## src/sv/assert_macros.svh

```systemverilog
// Assertion helpers for the RTL; included by the scheduler top.
// Each macro expects clk and rst_n to be visible where it is used.
`ifndef ASSERT_MACROS_SVH
`define ASSERT_MACROS_SVH

`ifndef NO_ASSERTIONS

// Same-cycle implication, checked outside reset.
`define ASSERT_IMPL(lbl, ante, cons, msg) \
  lbl: assert property (@(posedge clk) disable iff (!rst_n) (ante) |-> (cons)) \
    else $error(msg);

// Next-cycle implication, checked outside reset.
`define ASSERT_NEXT(lbl, ante, cons, msg) \
  lbl: assert property (@(posedge clk) disable iff (!rst_n) (ante) |=> (cons)) \
    else $error(msg);

`else

`define ASSERT_IMPL(lbl, ante, cons, msg)
`define ASSERT_NEXT(lbl, ante, cons, msg)

`endif

`endif

```

## src/sv/edf_pkg.sv

```systemverilog
`default_nettype none

package edf_pkg;

  // Operation codes of an input item.
  localparam logic OP_LOAD = 1'b0;
  localparam logic OP_TICK = 1'b1;

  localparam int ID_W    = 3;
  localparam int VAL_W   = 16;
  localparam int MISS_W  = 4;
  localparam int CTIME_W = 32;

  localparam logic [MISS_W-1:0] MISS_MAX = 4'd15;
  localparam logic [VAL_W-1:0]  WAIT_MAX = 16'hFFFF;

  // Command broadcast from the controller to every cell.
  typedef struct packed {
    logic             load;
    logic             tick;
    logic             run;
    logic [ID_W-1:0]  task_id;
    logic [VAL_W-1:0] burst;
    logic [VAL_W-1:0] period;
    logic [VAL_W-1:0] reps;
  } edf_ctl_t;

  // Fixed-width part of the selection token passed down the cell chain.
  typedef struct packed {
    logic              go;
    logic              found;
    logic [MISS_W-1:0] misses;
    logic [VAL_W-1:0]  work;
    logic [VAL_W-1:0]  burst;
  } edf_tok_t;

endpackage

`default_nettype wire

```

## src/sv/edf_cell.sv

```systemverilog
`default_nettype none

module edf_cell #(
  parameter int MAX_TASKS = 8,
  parameter int TIME_BITS = 32,
  parameter int IDX       = 0
) (
  input  wire logic                          clk,
  input  wire logic                          rst_n,
  input  wire edf_pkg::edf_ctl_t             ctl,
  input  wire logic [TIME_BITS-1:0]          now,
  input  wire logic [$clog2(MAX_TASKS)-1:0]  run_idx,
  input  wire edf_pkg::edf_tok_t             tok_in,
  input  wire logic [$clog2(MAX_TASKS)-1:0]  tok_in_idx,
  input  wire logic [TIME_BITS-1:0]          tok_in_slack,
  input  wire logic [TIME_BITS-1:0]          tok_in_rel,
  output edf_pkg::edf_tok_t                  tok_out,
  output logic [$clog2(MAX_TASKS)-1:0]       tok_out_idx,
  output logic [TIME_BITS-1:0]               tok_out_slack,
  output logic [TIME_BITS-1:0]               tok_out_rel,
  output logic                               forget,
  output logic                               busy
);
  import edf_pkg::*;

  localparam int IDX_W = $clog2(MAX_TASKS);

  logic [VAL_W-1:0]     burst_r, period_r, reps_r, work_r;
  logic [TIME_BITS-1:0] dl_r, next_r, jrel_r;
  logic [1:0]           miss_r;

  edf_tok_t             tok_r;
  logic [IDX_W-1:0]     tok_idx_r;
  logic [TIME_BITS-1:0] tok_slack_r, tok_rel_r;

  logic                 load_hit, run_hit, rel, drop, elig, take;
  logic [VAL_W-1:0]     period_in, work1, work_nxt;
  logic [TIME_BITS-1:0] dl_rel, dl1, slack0, slack;
  logic [1:0]           miss_nxt;
  logic [MISS_W:0]      miss_sum;

  always_comb begin
    load_hit  = ctl.load && (32'(ctl.task_id) == IDX);
    run_hit   = ctl.run && (run_idx == IDX_W'(IDX));
    period_in = (ctl.period == '0) ? 16'd1 : ctl.period;

    // Release, then feasibility check against the deadline.
    rel      = (reps_r != '0) && (next_r == now);
    dl_rel   = now + TIME_BITS'(period_r);
    work1    = rel ? burst_r : work_r;
    dl1      = rel ? dl_rel : dl_r;
    slack0   = dl1 - now;
    drop     = (work1 != '0) && (TIME_BITS'(work1) > slack0);
    work_nxt = drop ? '0 : work1;
    miss_nxt = 2'(rel && (work_r != '0)) + 2'(drop);

    forget = load_hit || (ctl.tick && (rel || drop));
    busy   = (reps_r != '0) || (work_r != '0);

    // Selection: earlier deadline wins, ties keep the lower slot.
    slack    = dl_r - now;
    elig     = (work_r != '0);
    take     = elig && (!tok_in.found || (slack < tok_in_slack));
    miss_sum = {1'b0, tok_in.misses} + (MISS_W + 1)'(miss_r);
  end

  always_ff @(posedge clk) begin
    if (!rst_n) begin
      burst_r   <= '0;
      period_r  <= '0;
      reps_r    <= '0;
      work_r    <= '0;
      dl_r      <= '0;
      next_r    <= '0;
      jrel_r    <= '0;
      miss_r    <= '0;
      tok_r.go    <= 1'b0;
      tok_r.found <= 1'b0;
    end else begin
      if (load_hit) begin
        burst_r  <= ctl.burst;
        period_r <= period_in;
        reps_r   <= ctl.reps;
        next_r   <= now;
        work_r   <= '0;
        miss_r   <= '0;
      end else if (ctl.tick) begin
        if (rel) begin
          reps_r <= reps_r - 16'd1;
          next_r <= dl_rel;
          dl_r   <= dl_rel;
          jrel_r <= now;
        end
        work_r <= work_nxt;
        miss_r <= miss_nxt;
      end else if (run_hit) begin
        work_r <= work_r - 16'd1;
      end

      // Hand the token to the next cell.
      tok_r.go     <= tok_in.go;
      tok_r.found  <= tok_in.found || elig;
      tok_r.misses <= miss_sum[MISS_W] ? MISS_MAX : miss_sum[MISS_W-1:0];
      if (take) begin
        tok_r.work  <= work_r;
        tok_r.burst <= burst_r;
        tok_idx_r   <= IDX_W'(IDX);
        tok_slack_r <= slack;
        tok_rel_r   <= jrel_r;
      end else begin
        tok_r.work  <= tok_in.work;
        tok_r.burst <= tok_in.burst;
        tok_idx_r   <= tok_in_idx;
        tok_slack_r <= tok_in_slack;
        tok_rel_r   <= tok_in_rel;
      end
    end
  end

  assign tok_out       = tok_r;
  assign tok_out_idx   = tok_idx_r;
  assign tok_out_slack = tok_slack_r;
  assign tok_out_rel   = tok_rel_r;

endmodule

`default_nettype wire

```

## config.mk

```make
export PLATFORM = sky130hd
export DESIGN_NAME = edf_cell
export DESIGN_NICKNAME = d
export VERILOG_FILES = /design/src/sv/assert_macros.svh /design/src/sv/edf_pkg.sv /design/src/sv/edf_cell.sv
export SDC_FILE = /design/constraint.sdc
export NUM_CORES = 1
export LEC_CHECK = 0
export ABC_AREA = 1
export BUFFER_PORTS_ARGS = -buffer_cell sky130_fd_sc_hd__buf_2
export CORE_ASPECT_RATIO = 1.2
export CORE_MARGIN = 5
export CORE_UTILIZATION = 30
export CTS_CLUSTER_DIAMETER = 100
export DETAILED_ROUTE_END_ITERATION = 10
export HOLD_SLACK_MARGIN = 0.05
export SLEW_MARGIN = 20
export SYNTH_ARGS = -nofsm -noshare
export SYNTH_HDL_FRONTEND = slang
export SYNTH_SLANG_ARGS = --single-unit
export TNS_END_PERCENT = 5
```

## constraint.sdc

```tcl
create_clock -name clk -period 5.7 [get_ports clk]
set_input_delay 0.855 -clock clk [delete_from_list [all_inputs] [get_ports clk]]
set_output_delay 0.855 -clock clk [all_outputs]
set_load 0.05 [all_outputs]
```

==> reports/results.tsv <==
metric	value	unit
root buffer cell	clkbuf_16	
Power Density	225	nW/um^2
Leakage	11.7	nW
GRT met1 Usage	0.240	
Max Cap Violations	0	
Final Non-Filler Cells	4037	
first-pass GRT wire length	102000	um
Top FF cell, synth	dfxtp_1	
CTS Buf Count	30	
Hold/Removal Path Class	in2reg	
initial antenna violation count	7	
count of input and output buffers	302	
Total Wirelength	67600	um
die height	282	um
iteration count of the initial detailed-routing pass	6	
Worst Setup Slack, final	-0.264	ns
RD Place Congestion	0.924	
Worst-path clk slew	0.06	ns
CP max FO	4	
Post-synth EDFFs	103	
placed instance count	3958	
Area Overhead vs Synth	31.9	%
status	finished, violations left	
Vias per Instance	4.77	
Layout Skew	0.0319	ns
clk_lat worst skew	0.61	ns
die area	66700	um^2
slowest CP cell	fa_2	
worst vdd ir	0.200	mV
RSZ-0062 raised after global routing	yes	
FMAX	168	MHz
Clock Tree Buf Depth	3	
Fill cells	6532	
Final setup viols	1	
Critical path buffers and inverters	6	
share of post-route cells with drive strength above 1	0.248	
gr usage total	0.193	
CTS tree	built	
crit path time final	5.96	ns
WL/cell	16.8	um
crit path launch type	input port	
Fin. Hold Viols	0	
Core Area	60900	um^2
post-route ant nets	0	
Crit Path Class	in2out	
failing checks	negative setup slack	
final period utilization	1.05	
ys async rst share	0	
Multi-input gate area	10900	um^2
largest net degree at the start of global routing	70	
via count	19300	
Die W	237	um
kind of cell adding the most delay to the critical path	simple AND/OR/NAND/NOR gates	
I/O Pins	303	
met3 usage	0.0358	
Critical Path RT	4.85	ns
Starting Density	0.303	
Syn Inst Count	2664	
synthesized area	18500	um^2
std cell rows	99	
Netlist cell types	55	
met2 Usage GRT	0.337	
final core utilization	0.400	
detailed-placement wirelength estimate	54600	um
crit-path max cell delay	0.39	ns
final net count	3531	
synthesis-stage register bit count	267	
Synthesized Nets	2995	
initial DRC count	1170	
H-tree depth	1	
busiest grt layer	met2	
CTS Sinks	267	
remaining global-route overflow	0	
sequential fraction of the synthesis area	0.345	
vias in the first global route	18400	
total chip power	5.49	mW
measured slew at the worst slew-check pin	0.956	ns
DRC	0	
warnings from Yosys	0	
Slew Limit Fails	0	
Avg Cell Area, Syn	6.94	um^2
Crit path arrival time	5.11	ns
most frequent cell on the critical path	nand2_2	
hold-fix buffers at CTS	0	
Slew Limit Headroom	0.362	
CP endpoint kind	primary output	
storage element area	6380	um^2
tightest hold or removal path, delay by kind of cell:
family	cells	cell delay, ns
buf+inv	2	0.11
simple gates	1	0.04
report_power, final:
part | switching [mW] | internal, mW | total (mW) | leakage (nW)
clock network | 0.863 | 1.24 | 2.10 | 0.509
logic | 0.832 | 0.421 | 1.25 | 8.78
registers | 0.0403 | 2.09 | 2.13 | 2.37
total | 1.73 | 3.75 | 5.49 | 11.7
synth_stat cells, drive strengths merged, types with 26 or more instances:
library cell	n	share of area
inv	332	0.067
edfxtp	103	0.17
buf	34	0.012
clkbuf	51	0.011
a21oi	195	0.055
dfxtp	164	0.18
xor2	49	0.023
ha	131	0.089
a31oi	39	0.013
xnor2	36	0.017
o21ai	214	0.058
nor3	26	0.0079
nand2	868	0.18
nand3	85	0.026
nor2	209	0.043
nand4	29	0.011
per-layer routing:
layer  vias to the layer above  wire length, um
met2                       568            31800
met5                         -               14
li1                       9813                -
met1                      8750            28700
met3                       124             4530
met4                         4             2640
stage by stage:
step	worst slack, ns	setup TNS, ns	hold slack (ns)	area [um^2]
detailed placement	-0.532	-1.06	0.443	22800
CTS	-0.281	-0.281	0.409	24000
finish	-0.264	-0.264	0.439	24400
floorplan	0.000827	0	0.425	18500
global route	-0.544	-0.544	0.446	24400
global placement	-0.499	-0.751	0.435	22800
layout make-up:
cell class,count,share of cell area
Multi-Input combinational cell,1979,0.448
Sequential cell,267,0.261
Inverter,333,0.0512
Clock buffer,36,0.0329
Timing Repair Buffer,589,0.154
Antenna cell,5,0.000513
Tap cell,808,0.0414
Clock inverter,20,0.0108
cells by family after synthesis:
kind of cell | count (synthesis) | synth area share
simple gates | 1244 | 0.276
xor+xnor | 85 | 0.0407
buf+inv | 418 | 0.0900
fa+ha+maj | 135 | 0.0930
flops | 267 | 0.345
compound gates | 515 | 0.156
what timing repair did:
| action | 4_1_cts | 5_1_grt |
|---|---|---|
| buffers inserted | 9 | 9 |
| endpoints found under the setup margin | 1 | 1 |
| resized for setup | 22 | 85 |
| pin swaps | 16 | 37 |
flip-flops by register name, indices dropped and copies added (netlist names):
| register | flops |
|---|---|
| dl_r | 32 |
| tok_out | 38 |
| reps_r | 16 |
| jrel_r | 32 |
| tok_out_idx | 3 |
| tok_out_rel | 32 |
| work_r | 16 |
| miss_r | 2 |
| tok_out_slack | 32 |
| period_r | 16 |
| next_r | 32 |
| burst_r | 16 |
cell usage in the layout (no fill, tap or decap), types with 5 or more instances in the layout:
master and n:
nor3_1 18, o21ai_1 11, inv_2 18, a32o_1 15
nor2_1 180, ha_4 9, o21a_1 8, ha_1 121
nand3b_1 6, diode_2 5, a31oi_1 39, nand2_1 830
nor2_2 25, clkinv_1 7, buf_4 283, buf_2 299
o221ai_1 7, nor4_1 9, a21oi_1 170, nand3_1 69
nand2_4 6, dfxtp_1 163, bufinv_16 5, nand4_1 28
clkbuf_16 30, inv_1 314, buf_12 5, a211oi_1 7
nand3_2 14, nor3_2 7, xnor2_1 33, o21bai_1 8
edfxtp_1 103, or2_2 7, a21oi_2 22, o21ai_0 201
xor2_1 48, nand2_2 32
final timing paths:
| kind | depth (start not counted) | start | to | slack, ns |
|---|---|---|---|---|
| worst max-delay path | 35 | now[0] | forget | -0.26 |
| worst min-delay path | 3 | tok_in[37] | tok_out[37] | 0.44 |
| worst max register to register | 39 | period_r[0] | miss_r[0] | 0.50 |
| worst min register to register | 2 | jrel_r[28] | jrel_r[28] | 0.45 |
Note: power is estimated with default switching activity, not from simulation.
